`config.mk`:
```
export PLATFORM = sky130hd
export DESIGN_NAME = level_run_length_encoder_top_flat
export DESIGN_NICKNAME = d
export VERILOG_FILES = /design/src/sv/lrle_pkg.sv /design/src/sv/lrle_intf.sv /design/src/sv/lrle_cmd_fifo.sv /design/src/sv/lrle_front.sv /design/src/sv/lrle_back.sv /design/src/sv/level_run_length_encoder_top.sv /design/src/flat_wrapper.sv
export SDC_FILE = /design/constraint.sdc
export NUM_CORES = 1
export LEC_CHECK = 0
export BUFFER_PORTS_ARGS = -buffer_cell sky130_fd_sc_hd__buf_2
export CAP_MARGIN = 20
export CELL_PAD_IN_SITES_DETAIL_PLACEMENT = 0
export CELL_PAD_IN_SITES_GLOBAL_PLACEMENT = 1
export CORE_AREA = 3 3 155 157
export CTS_CLUSTER_SIZE = 12
export DETAILED_ROUTE_END_ITERATION = 8
export DIE_AREA = 0 0 158 160
export PLACE_DENSITY = 0.76
export SLEW_MARGIN = 20
export SYNTH_ARGS = -nofsm -noshare
export SYNTH_HDL_FRONTEND = slang
export SYNTH_SLANG_ARGS = --single-unit
```
`constraint.sdc`:
```
create_clock -name i_clk -period 9.34 [get_ports i_clk]
set_input_delay 0.934 -clock i_clk [delete_from_list [all_inputs] [get_ports i_clk]]
set_output_delay 0.934 -clock i_clk [all_outputs]
set_load 0.02 [all_outputs]
```
`src/sv/lrle_pkg.sv`:
```
`timescale 1ns / 1ps
// ----------------------------------------------------------------------------
// lrle_pkg
// Shared types and constants of the level run-length encoder.
// ----------------------------------------------------------------------------
package lrle_pkg;

    localparam int unsigned LEVEL_W        = 16;
    localparam int unsigned RUN_LEN_W      = 16;
    localparam int unsigned WIDTH_CFG_W    = 5;
    localparam int unsigned BYTE_W         = 8;
    localparam int unsigned MAX_RUN_DEF    = 65535;
    localparam int unsigned CMD_FIFO_DEPTH = 4;
    localparam logic [WIDTH_CFG_W-1:0] WIDTH_RESET = 5'd1;

    typedef struct packed {
        logic [LEVEL_W-1:0]   value;
        logic [RUN_LEN_W-1:0] length;
        logic                 last;
    } t_run_cmd;

endpackage

```
`src/sv/lrle_intf.sv`:
```
`timescale 1ns / 1ps
// ----------------------------------------------------------------------------
// lrle_intf
// Valid/ready channels: level requests in, encoded bytes out, width writes.
// ----------------------------------------------------------------------------
interface lrle_in_if;
    logic        valid;
    logic        ready;
    logic [15:0] level;
    logic        end_of_stream;

    modport source (output valid, output level, output end_of_stream, input ready);
    modport sink   (input valid, input level, input end_of_stream, output ready);
endinterface

interface lrle_out_if;
    logic       valid;
    logic       ready;
    logic [7:0] out_byte;
    logic       final_byte;

    modport source (output valid, output out_byte, output final_byte, input ready);
    modport sink   (input valid, input out_byte, input final_byte, output ready);
endinterface

interface lrle_cfg_if;
    logic       valid;
    logic       ready;
    logic [4:0] level_bit_width;

    modport source (output valid, output level_bit_width, input ready);
    modport sink   (input valid, input level_bit_width, output ready);
endinterface

```
`src/sv/lrle_cmd_fifo.sv`:
```
`timescale 1ns / 1ps
// ----------------------------------------------------------------------------
// lrle_cmd_fifo
// Short queue of run commands between the run tracker and the byte emitter.
// ----------------------------------------------------------------------------
module lrle_cmd_fifo (
    input  logic              i_clk,
    input  logic              i_rst_n,
    input  logic              i_push,
    input  lrle_pkg::t_run_cmd i_push_data,
    output logic              o_full,
    output logic              o_head_valid,
    output lrle_pkg::t_run_cmd o_head,
    input  logic              i_pop
);
    import lrle_pkg::*;

    localparam int unsigned PTR_W = (CMD_FIFO_DEPTH > 1) ? $clog2(CMD_FIFO_DEPTH) : 1;
    localparam int unsigned CNT_W = $clog2(CMD_FIFO_DEPTH + 1);

    t_run_cmd         r_mem [CMD_FIFO_DEPTH];
    logic [PTR_W-1:0] r_wr_ptr, n_wr_ptr;
    logic [PTR_W-1:0] r_rd_ptr, n_rd_ptr;
    logic [CNT_W-1:0] r_count, n_count;

    function automatic logic [PTR_W-1:0] ptr_inc(input logic [PTR_W-1:0] p);
        if (p == PTR_W'(CMD_FIFO_DEPTH - 1)) begin
            return '0;
        end
        return p + PTR_W'(1);
    endfunction

    assign o_full       = (r_count == CNT_W'(CMD_FIFO_DEPTH));
    assign o_head_valid = (r_count != '0);
    assign o_head       = r_mem[r_rd_ptr];

    always_comb begin
        n_wr_ptr = i_push ? ptr_inc(r_wr_ptr) : r_wr_ptr;
        n_rd_ptr = i_pop  ? ptr_inc(r_rd_ptr) : r_rd_ptr;
        n_count  = r_count + CNT_W'(i_push) - CNT_W'(i_pop);
    end

    always_ff @(posedge i_clk) begin
        if (!i_rst_n) begin
            r_wr_ptr <= '0;
            r_rd_ptr <= '0;
            r_count  <= '0;
        end else begin
            r_wr_ptr <= n_wr_ptr;
            r_rd_ptr <= n_rd_ptr;
            r_count  <= n_count;
        end
    end

    always_ff @(posedge i_clk) begin
        if (i_push) begin
            r_mem[r_wr_ptr] <= i_push_data;
        end
    end

    a_no_overflow: assert property (@(posedge i_clk) disable iff (!i_rst_n)
        i_push |-> (!o_full || i_pop))
        else $error("run command queue overflow");

    a_no_underflow: assert property (@(posedge i_clk) disable iff (!i_rst_n)
        i_pop |-> o_head_valid)
        else $error("run command queue underflow");

endmodule

```
`src/sv/lrle_front.sv`:
```
`timescale 1ns / 1ps
// ----------------------------------------------------------------------------
// lrle_front
// Run tracker: accept level requests, group equal levels, queue finished runs.
// ----------------------------------------------------------------------------
module lrle_front #(
    parameter int unsigned MAX_RUN = lrle_pkg::MAX_RUN_DEF
) (
    input  logic               i_clk,
    input  logic               i_rst_n,
    lrle_in_if.sink            i_in,
    input  logic               i_q_full,
    output logic               o_push,
    output lrle_pkg::t_run_cmd o_push_data
);
    import lrle_pkg::*;

    logic [LEVEL_W-1:0]   r_value, n_value;
    logic [RUN_LEN_W-1:0] r_length, n_length;
    logic                 r_open, n_open;
    logic                 r_pend_valid, n_pend_valid;
    t_run_cmd             r_pend, n_pend;

    logic                 accept;
    logic                 extend;
    logic                 emit_prev;
    logic [LEVEL_W-1:0]   cur_value;
    logic [RUN_LEN_W-1:0] cur_length;
    t_run_cmd             prev_cmd;
    t_run_cmd             flush_cmd;

    assign i_in.ready = !r_pend_valid && !i_q_full;
    assign accept     = i_in.valid && i_in.ready;

    always_comb begin
        extend     = r_open && (i_in.level == r_value)
                     && (r_length < RUN_LEN_W'(MAX_RUN));
        emit_prev  = r_open && !extend;
        cur_value  = extend ? r_value : i_in.level;
        cur_length = extend ? (r_length + RUN_LEN_W'(1)) : RUN_LEN_W'(1);

        prev_cmd.value   = r_value;
        prev_cmd.length  = r_length;
        prev_cmd.last    = 1'b0;
        flush_cmd.value  = cur_value;
        flush_cmd.length = cur_length;
        flush_cmd.last   = 1'b1;

        n_value      = r_value;
        n_length     = r_length;
        n_open       = r_open;
        n_pend_valid = r_pend_valid;
        n_pend       = r_pend;
        o_push       = 1'b0;
        o_push_data  = r_pend;

        if (r_pend_valid) begin
            if (!i_q_full) begin
                o_push       = 1'b1;
                n_pend_valid = 1'b0;
            end
        end else if (accept) begin
            if (i_in.end_of_stream) begin
                n_value  = '0;
                n_length = '0;
                n_open   = 1'b0;
                o_push   = 1'b1;
                if (emit_prev) begin
                    o_push_data  = prev_cmd;
                    n_pend       = flush_cmd;
                    n_pend_valid = 1'b1;
                end else begin
                    o_push_data = flush_cmd;
                end
            end else begin
                n_value     = cur_value;
                n_length    = cur_length;
                n_open      = 1'b1;
                o_push      = emit_prev;
                o_push_data = prev_cmd;
            end
        end
    end

    always_ff @(posedge i_clk) begin
        if (!i_rst_n) begin
            r_value      <= '0;
            r_length     <= '0;
            r_open       <= 1'b0;
            r_pend_valid <= 1'b0;
        end else begin
            r_value      <= n_value;
            r_length     <= n_length;
            r_open       <= n_open;
            r_pend_valid <= n_pend_valid;
        end
    end

    always_ff @(posedge i_clk) begin
        r_pend <= n_pend;
    end

    a_eos_closes_run: assert property (@(posedge i_clk) disable iff (!i_rst_n)
        (accept && i_in.end_of_stream) |=> (!r_open && r_length == '0))
        else $error("run still open after end of stream");

    a_pend_is_flush: assert property (@(posedge i_clk) disable iff (!i_rst_n)
        r_pend_valid |-> (r_pend.last && !r_open))
        else $error("held run command is not a stream flush");

endmodule

```
`src/sv/lrle_back.sv`:
```
`timescale 1ns / 1ps
// ----------------------------------------------------------------------------
// lrle_back
// Byte emitter: queued runs to varint header and value bytes (none at width 0).
// ----------------------------------------------------------------------------
module lrle_back (
    input  logic               i_clk,
    input  logic               i_rst_n,
    lrle_cfg_if.sink           i_cfg,
    input  logic               i_head_valid,
    input  lrle_pkg::t_run_cmd i_head,
    output logic               o_pop,
    lrle_out_if.source         o_out
);
    import lrle_pkg::*;

    logic [WIDTH_CFG_W-1:0] r_width;
    logic [2:0]             r_idx, n_idx;
    logic                   r_out_valid, n_out_valid;
    logic [BYTE_W-1:0]      r_out_byte, n_out_byte;
    logic                   r_out_final, n_out_final;

    logic [RUN_LEN_W:0]     hdr;
    logic [2:0]             hdr_bytes;
    logic [2:0]             val_bytes;
    logic [2:0]             total;
    logic [2:0]             val_idx;
    logic                   is_last;
    logic                   slot_free;
    logic                   advance;

    assign i_cfg.ready      = 1'b1;
    assign o_out.valid      = r_out_valid;
    assign o_out.out_byte   = r_out_byte;
    assign o_out.final_byte = r_out_final;

    always_comb begin
        hdr = {i_head.length, 1'b0};
        if (hdr[RUN_LEN_W:14] != '0) begin
            hdr_bytes = 3'd3;
        end else if (hdr[13:7] != '0) begin
            hdr_bytes = 3'd2;
        end else begin
            hdr_bytes = 3'd1;
        end
        if (r_width == '0) begin
            val_bytes = 3'd0;
        end else if (r_width <= WIDTH_CFG_W'(8)) begin
            val_bytes = 3'd1;
        end else begin
            val_bytes = 3'd2;
        end
        total     = hdr_bytes + val_bytes;
        val_idx   = r_idx - hdr_bytes;
        is_last   = (r_idx == total - 3'd1);
        slot_free = !r_out_valid || o_out.ready;
        advance   = i_head_valid && (val_bytes != '0) && slot_free;
        o_pop     = i_head_valid && ((val_bytes == '0) || (slot_free && is_last));

        n_out_byte = r_out_byte;
        if (r_idx < hdr_bytes) begin
            case (r_idx)
                3'd0:    n_out_byte = {(hdr_bytes > 3'd1), hdr[6:0]};
                3'd1:    n_out_byte = {(hdr_bytes > 3'd2), hdr[13:7]};
                default: n_out_byte = {5'd0, hdr[RUN_LEN_W:14]};
            endcase
        end else begin
            n_out_byte = val_idx[0] ? i_head.value[15:8] : i_head.value[7:0];
        end
        n_out_final = i_head.last && is_last;

        n_out_valid = r_out_valid && !o_out.ready;
        n_idx       = r_idx;
        if (advance) begin
            n_out_valid = 1'b1;
            n_idx       = is_last ? 3'd0 : (r_idx + 3'd1);
        end
    end

    always_ff @(posedge i_clk) begin
        if (!i_rst_n) begin
            r_width     <= WIDTH_RESET;
            r_idx       <= '0;
            r_out_valid <= 1'b0;
        end else begin
            if (i_cfg.valid) begin
                r_width <= i_cfg.level_bit_width;
            end
            r_idx       <= n_idx;
            r_out_valid <= n_out_valid;
        end
    end

    always_ff @(posedge i_clk) begin
        if (advance) begin
            r_out_byte  <= n_out_byte;
            r_out_final <= n_out_final;
        end
    end

    a_idx_in_range: assert property (@(posedge i_clk) disable iff (!i_rst_n)
        (i_head_valid && val_bytes != '0) |-> (r_idx < total))
        else $error("byte index beyond run length");

    a_final_ends_run: assert property (@(posedge i_clk) disable iff (!i_rst_n)
        (advance && n_out_final) |-> o_pop)
        else $error("final byte emitted before run command retired");

endmodule

```
`src/sv/level_run_length_encoder_top.sv`:
```
`timescale 1ns / 1ps
// A run's first byte passes the command queue, then the output byte register.
// Throughput: one level request per cycle while runs grow and the queue has room;
// each finished run then leaves the byte emitter as header and value bytes.
// End of stream that also closes a run holds the input until the flush is queued.
// Reset: synchronous, active low; clears run state and queue, width returns to 1.
// ----------------------------------------------------------------------------
// level_run_length_encoder_top
// Run-length encoder for level streams: varint run header, then value bytes.
// ----------------------------------------------------------------------------
module level_run_length_encoder_top #(
    parameter int unsigned MAX_RUN = lrle_pkg::MAX_RUN_DEF
) (
    input  logic       i_clk,
    input  logic       i_rst_n,
    lrle_cfg_if.sink   i_cfg,
    lrle_in_if.sink    i_in,
    lrle_out_if.source o_out
);
    import lrle_pkg::*;

    logic     q_push;
    t_run_cmd q_push_data;
    logic     q_full;
    logic     q_head_valid;
    t_run_cmd q_head;
    logic     q_pop;

    lrle_front #(
        .MAX_RUN (MAX_RUN)
    ) u_front (
        .i_clk       (i_clk),
        .i_rst_n     (i_rst_n),
        .i_in        (i_in),
        .i_q_full    (q_full),
        .o_push      (q_push),
        .o_push_data (q_push_data)
    );

    lrle_cmd_fifo u_fifo (
        .i_clk        (i_clk),
        .i_rst_n      (i_rst_n),
        .i_push       (q_push),
        .i_push_data  (q_push_data),
        .o_full       (q_full),
        .o_head_valid (q_head_valid),
        .o_head       (q_head),
        .i_pop        (q_pop)
    );

    lrle_back u_back (
        .i_clk        (i_clk),
        .i_rst_n      (i_rst_n),
        .i_cfg        (i_cfg),
        .i_head_valid (q_head_valid),
        .i_head       (q_head),
        .o_pop        (q_pop),
        .o_out        (o_out)
    );

endmodule

```
`src/flat_wrapper.sv`:
```
// flat-port wrapper written by rule: the top's interface ports become plain ports
module level_run_length_encoder_top_flat import lrle_pkg::*;
#(
    parameter int unsigned MAX_RUN = lrle_pkg::MAX_RUN_DEF
)
  (i_clk, i_rst_n, i_cfg_valid, i_cfg_level_bit_width, i_cfg_ready, i_in_valid, i_in_level, i_in_end_of_stream, i_in_ready, o_out_valid, o_out_out_byte, o_out_final_byte, o_out_ready);
  lrle_cfg_if i_cfg_i ();
  lrle_in_if i_in_i ();
  lrle_out_if o_out_i ();
  input  logic i_clk;
  input  logic i_rst_n;
  input wire logic [$bits(i_cfg_i.valid)-1:0] i_cfg_valid;
  input wire logic [$bits(i_cfg_i.level_bit_width)-1:0] i_cfg_level_bit_width;
  output wire logic [$bits(i_cfg_i.ready)-1:0] i_cfg_ready;
  input wire logic [$bits(i_in_i.valid)-1:0] i_in_valid;
  input wire logic [$bits(i_in_i.level)-1:0] i_in_level;
  input wire logic [$bits(i_in_i.end_of_stream)-1:0] i_in_end_of_stream;
  output wire logic [$bits(i_in_i.ready)-1:0] i_in_ready;
  output wire logic [$bits(o_out_i.valid)-1:0] o_out_valid;
  output wire logic [$bits(o_out_i.out_byte)-1:0] o_out_out_byte;
  output wire logic [$bits(o_out_i.final_byte)-1:0] o_out_final_byte;
  input wire logic [$bits(o_out_i.ready)-1:0] o_out_ready;
  assign i_cfg_i.valid = i_cfg_valid;
  assign i_cfg_i.level_bit_width = i_cfg_level_bit_width;
  assign i_cfg_ready = i_cfg_i.ready;
  assign i_in_i.valid = i_in_valid;
  assign i_in_i.level = i_in_level;
  assign i_in_i.end_of_stream = i_in_end_of_stream;
  assign i_in_ready = i_in_i.ready;
  assign o_out_valid = o_out_i.valid;
  assign o_out_out_byte = o_out_i.out_byte;
  assign o_out_final_byte = o_out_i.final_byte;
  assign o_out_i.ready = o_out_ready;
  level_run_length_encoder_top #(.MAX_RUN(MAX_RUN)) u_core (.i_clk(i_clk), .i_rst_n(i_rst_n), .i_cfg(i_cfg_i), .i_in(i_in_i), .o_out(o_out_i));
endmodule
```
==> summary.txt <==
Layout
  • Filler Cells Inserted: about 1900
  • Share of cells above drive strength 1: between 15 and 20%
  • Nets@finish: about 830
  • Diode count: 0
  • Core Util, Final: around 50%
  • Final cell count without fillers: roughly 1100
  • Area Overhead vs Synth: 11.4%
  • Final std cell area, no fill: 0.0113 mm^2

Floorplan
  • Die width: between 150 and 200 um
  • Top-level port count: 39
  • Rows: between 50 and 60
  • Core ar.: roughly 0.023 mm^2
  • Die Y: roughly 160 um
  • Initial Utilization: 44.7%
  • Die ar.: around 0.025 mm^2

Clock network
  • Maximum root-to-sink buffer count: 3
  • CTS tree: built
  • CTS buffer count: 24
  • H-tree depth: 1
  • Post-CTS Setup Inserts: 0
  • Post-CTS Hold Buffers: 0
  • Post-CTS sizing: 0
  • Num Clock Sinks: approximately 230
  • Root Buffer: clkbuf_16
  • Clock-pin transition on the worst setup and hold timing paths: approximately 0.060 ns
  • Later-pin clock latency in the skew report: a little over 0.5 ns

Yosys
  • Seq/Total Area, Yosys: 61.6%
  • Largest family of logic cells by synthesized area: simple AND/OR/NAND/NOR gates
  • Area leader, netlist: edfxtp_1
  • Syn Inst Count: 780
  • Simple-gate portion of the synthesized area: 12.1%
  • Synth async-reset ratio: 0%
  • Compound-Gate Fraction of Synth Area: approximately 6.0%
  • Yosys warns: 0
  • Syn Std Cell Area: 0.0101 mm^2
  • XOR/XNOR share of the synthesized area: under 10%
  • Post-synthesis mux area share: 11.8%
  • Number of flops mapped to enable cells by yosys: roughly 170
  • Mapped Nets: 821
  • Top_reg_cell synth: edfxtp_1
  • Area contributors post-synth: edfxtp_1 (51%), dfxtp_1 (10%), mux4_2 (7.3%), mux2i_1 (4.2%), nand2_1 (2.7%)
  • Top cell type's share of synthesized area: a little over 50%
  • Unique masters post-synth: just under 60
  • Mean Syn Cell Area: approximately 13 um^2
  • Synth Area in Adders: roughly 1.9%
  • Synthesized flop and latch total: 225

Pwr
  • VDD IR max: ~0.09 mV
  • Final Total Pwr: between 2 and 3 mW
  • Leak: between 3 and 4 nW
  • PD cells: about 250 mW/mm^2

Global routing
  • Total Routing Usage GR: between 10% and 20%
  • Largest net degree at the start of global routing: 96
  • Vias in the first global route: between 6000 and 7000
  • First-pass GRT wire length: between 30000 and 40000 um
  • Total gr overflow: 0
  • Initial antenna violation count: 0

Worst setup path
  • CP Max Fanout: 33
  • Element type at the critical path start: flop
  • CP Class: reg2reg
  • Crit path cell chain: buf_4 > mux4_2 > nor4_2 > and2_1 > or2b_1 > inv_1 > ha_1 > inv_1 > ha_1 > xor2_1 > xnor2_1 > o31ai_1 > nand2b_1 > mux2i_1 > ha_1 > inv_1 > fa_1 > xor2_1 > xnor2_1 > nor2_1
  • Max stage delay on crit path: between 0.6 and 0.7 ns
  • Worst Path Required: around 10 ns
  • Crit path arrival time: around 5 ns
  • Slowest-stage cell, CP: mux4_2
  • Crit end category: flop

Drt
  • DR DRC count: 0
  • Post-DR wirelength/cell: 18.8 um
  • Final wirelength: between 20000 and 25000 um
  • Pre-Repair DR Iteration Count: 5
  • Routed via count: roughly 6000
  • DR vias/cell: between 5 and 6
  • Post-route ant nets: 0
  • Starting DRT DRC Count: 434

Outcome
  • Status: completed

Min path
  • Hold Path Origin: u_core.u_front.r_value[2]
  • Hold Path Class: reg2reg

STA
  • Fin crit share: 50.1%
  • Final hold vios: 0
  • Worst Max-Slew Pin Slew: between 0.8 and 0.9 ns
  • Setup TNS: 0 ns
  • Slew Viols, Final: 0
  • RSZ-0062 raised after global routing: false
  • Final setup violation count: 0
  • Setup ws final: between 4 and 5 ns
  • Clk_skew: roughly 0.0090 ns
  • Max Fclk: 214 MHz
  • Slew headroom: between 40% and 50%
  • Tmin final: about 4.7 ns
  • Worst hold slack: approximately 0.48 ns

Placement
  • DP Wirelength: between 10000 and 15000 um
  • Final Wtd Congestion: 0.804
  • Placement Setup Slack: 4.65 ns
  • Dpl cells: 1050
  • Placed cell area: roughly 0.010 mm^2
  • I/O Buffers: 37

Job
  • # Max-Cap Violations: 0
-- path summary, 6_finish.rpt --
path	endpoint	slack, ns	depth (start not counted)
setup reg to reg	u_core.u_fifo.r_count[2]	4.66	20
hold reg to reg	u_core.u_front.r_value[2]	0.48	2
hold / removal	u_core.u_front.r_value[2]	0.48	2
setup / recovery	u_core.u_fifo.r_count[2]	4.66	20
-- logic make-up (layout without fill, tap and decap cells) --
kind of cell	after synthesis	in the layout
multiplexers	78	78
XOR/XNOR	37	37
AO/OA/AOI/OAI	105	105
buffers and inverters	77	106
other	1	1
flip-flops	225	225
AND/OR/NAND/NOR	242	242
adder cells (fa/ha/maj)	15	15
-- cells in the final DEF, fill, tap and decap left out, types with 6 or more instances in the layout --
master | netlist | routed
nor2_1 | 61 | 60
xnor2_1 | 18 | 18
o21ai_0 | 31 | 31
edfxtp_1 | 173 | 173
nand3b_1 | 20 | 20
a21oi_1 | 43 | 43
and3_1 | 6 | 6
xor2_1 | 19 | 19
and2_1 | 7 | 7
a31oi_1 | 6 | 6
nand2_1 | 73 | 72
dfxtp_1 | 52 | 51
clkbuf_1 | 48 | 10
nand3_1 | 16 | 16
mux4_2 | 33 | 33
nor3_1 | 7 | 7
nor2b_1 | 8 | 8
nand4_1 | 11 | 11
clkbuf_16 | 0 | 24
buf_2 | 6 | 37
buf_4 | 2 | 12
inv_1 | 13 | 13
or4_1 | 6 | 6
ha_1 | 13 | 13
mux2i_1 | 43 | 43
-- cell type report --
cell class                      count  area, um^2  area share, %
Clock buffer                       38         693           6.15
Clock inverter                      6        91.3          0.810
Inverter                           13        48.8          0.433
Multi-Input combinational cell    478        3580           31.7
Sequential cell                   225        6240           55.3
Tap cell                          285         357           3.16
Timing Repair Buffer               49         275           2.44
-- cells in the mapped netlist (2+ instances only) --
cell type and number:
edfxtp_1 173, nand2_1 73, nor2_1 61, dfxtp_1 52
clkbuf_1 48, a21oi_1 43, mux2i_1 43, mux4_2 33
o21ai_0 31, nand3b_1 20, xor2_1 19, xnor2_1 18
nand3_1 16, ha_1 13, inv_1 13, nand4_1 11
nor2b_1 8, and2_1 7, nor3_1 7, a31oi_1 6
and3_1 6, buf_2 6, or4_1 6, a21boi_0 5
a22oi_1 5, nor4_1 5, or3_1 5, a221oi_1 4
buf_1 4, nor3b_1 4, buf_6 3, a22o_1 2
buf_4 2, nand2b_1 2, nand4b_1 2, or3b_2 2
-- where the power goes --
| group | total (mW) | internal (mW) | switching [mW] |
|---|---|---|---|
| clock network | 0.930 | 0.564 | 0.366 |
| logic | 0.599 | 0.226 | 0.372 |
| registers | 1.27 | 1.22 | 0.0405 |
| total | 2.79 | 2.01 | 0.779 |
-- registers in the layout (all words and copies together), names as in the netlist, 2 cells and up, named ones only --
signal / flops
u_core.u_back.o_out.out_byte: 8
u_core.u_back.r_width: 5
u_core.u_front.r_value: 16
u_core.u_fifo.r_mem: 132
u_core.u_fifo.r_wr_ptr: 2
u_core.u_fifo.r_count: 3
u_core.u_back.r_idx: 3
u_core.u_front.r_pend: 32
u_core.u_fifo.r_rd_ptr: 2
u_core.u_front.r_length: 16
-- per-layer routing --
layer | vias to the layer above | wire [um] | track usage (%)
met1 | 2953 | 9570 | 23.9
met2 | 122 | 9970 | 26.6
li1 | 2896 | - | -
met4 | 0 | 299 | 4.11
met5 | - | 0 | 0
met3 | 23 | 746 | 2.06
-- worst max-delay path: cells and delay by family (launching register included) --
kind	cells	cell delay (ns)
AND/OR/NAND/NOR	5	0.88
multiplexers	2	0.78
flip-flops	1	0.31
buffers and inverters	4	0.67
adder cells (fa/ha/maj)	4	0.86
XOR/XNOR	4	0.70
AO/OA/AOI/OAI	1	0.33
Note: power is estimated with default switching activity, not from simulation.
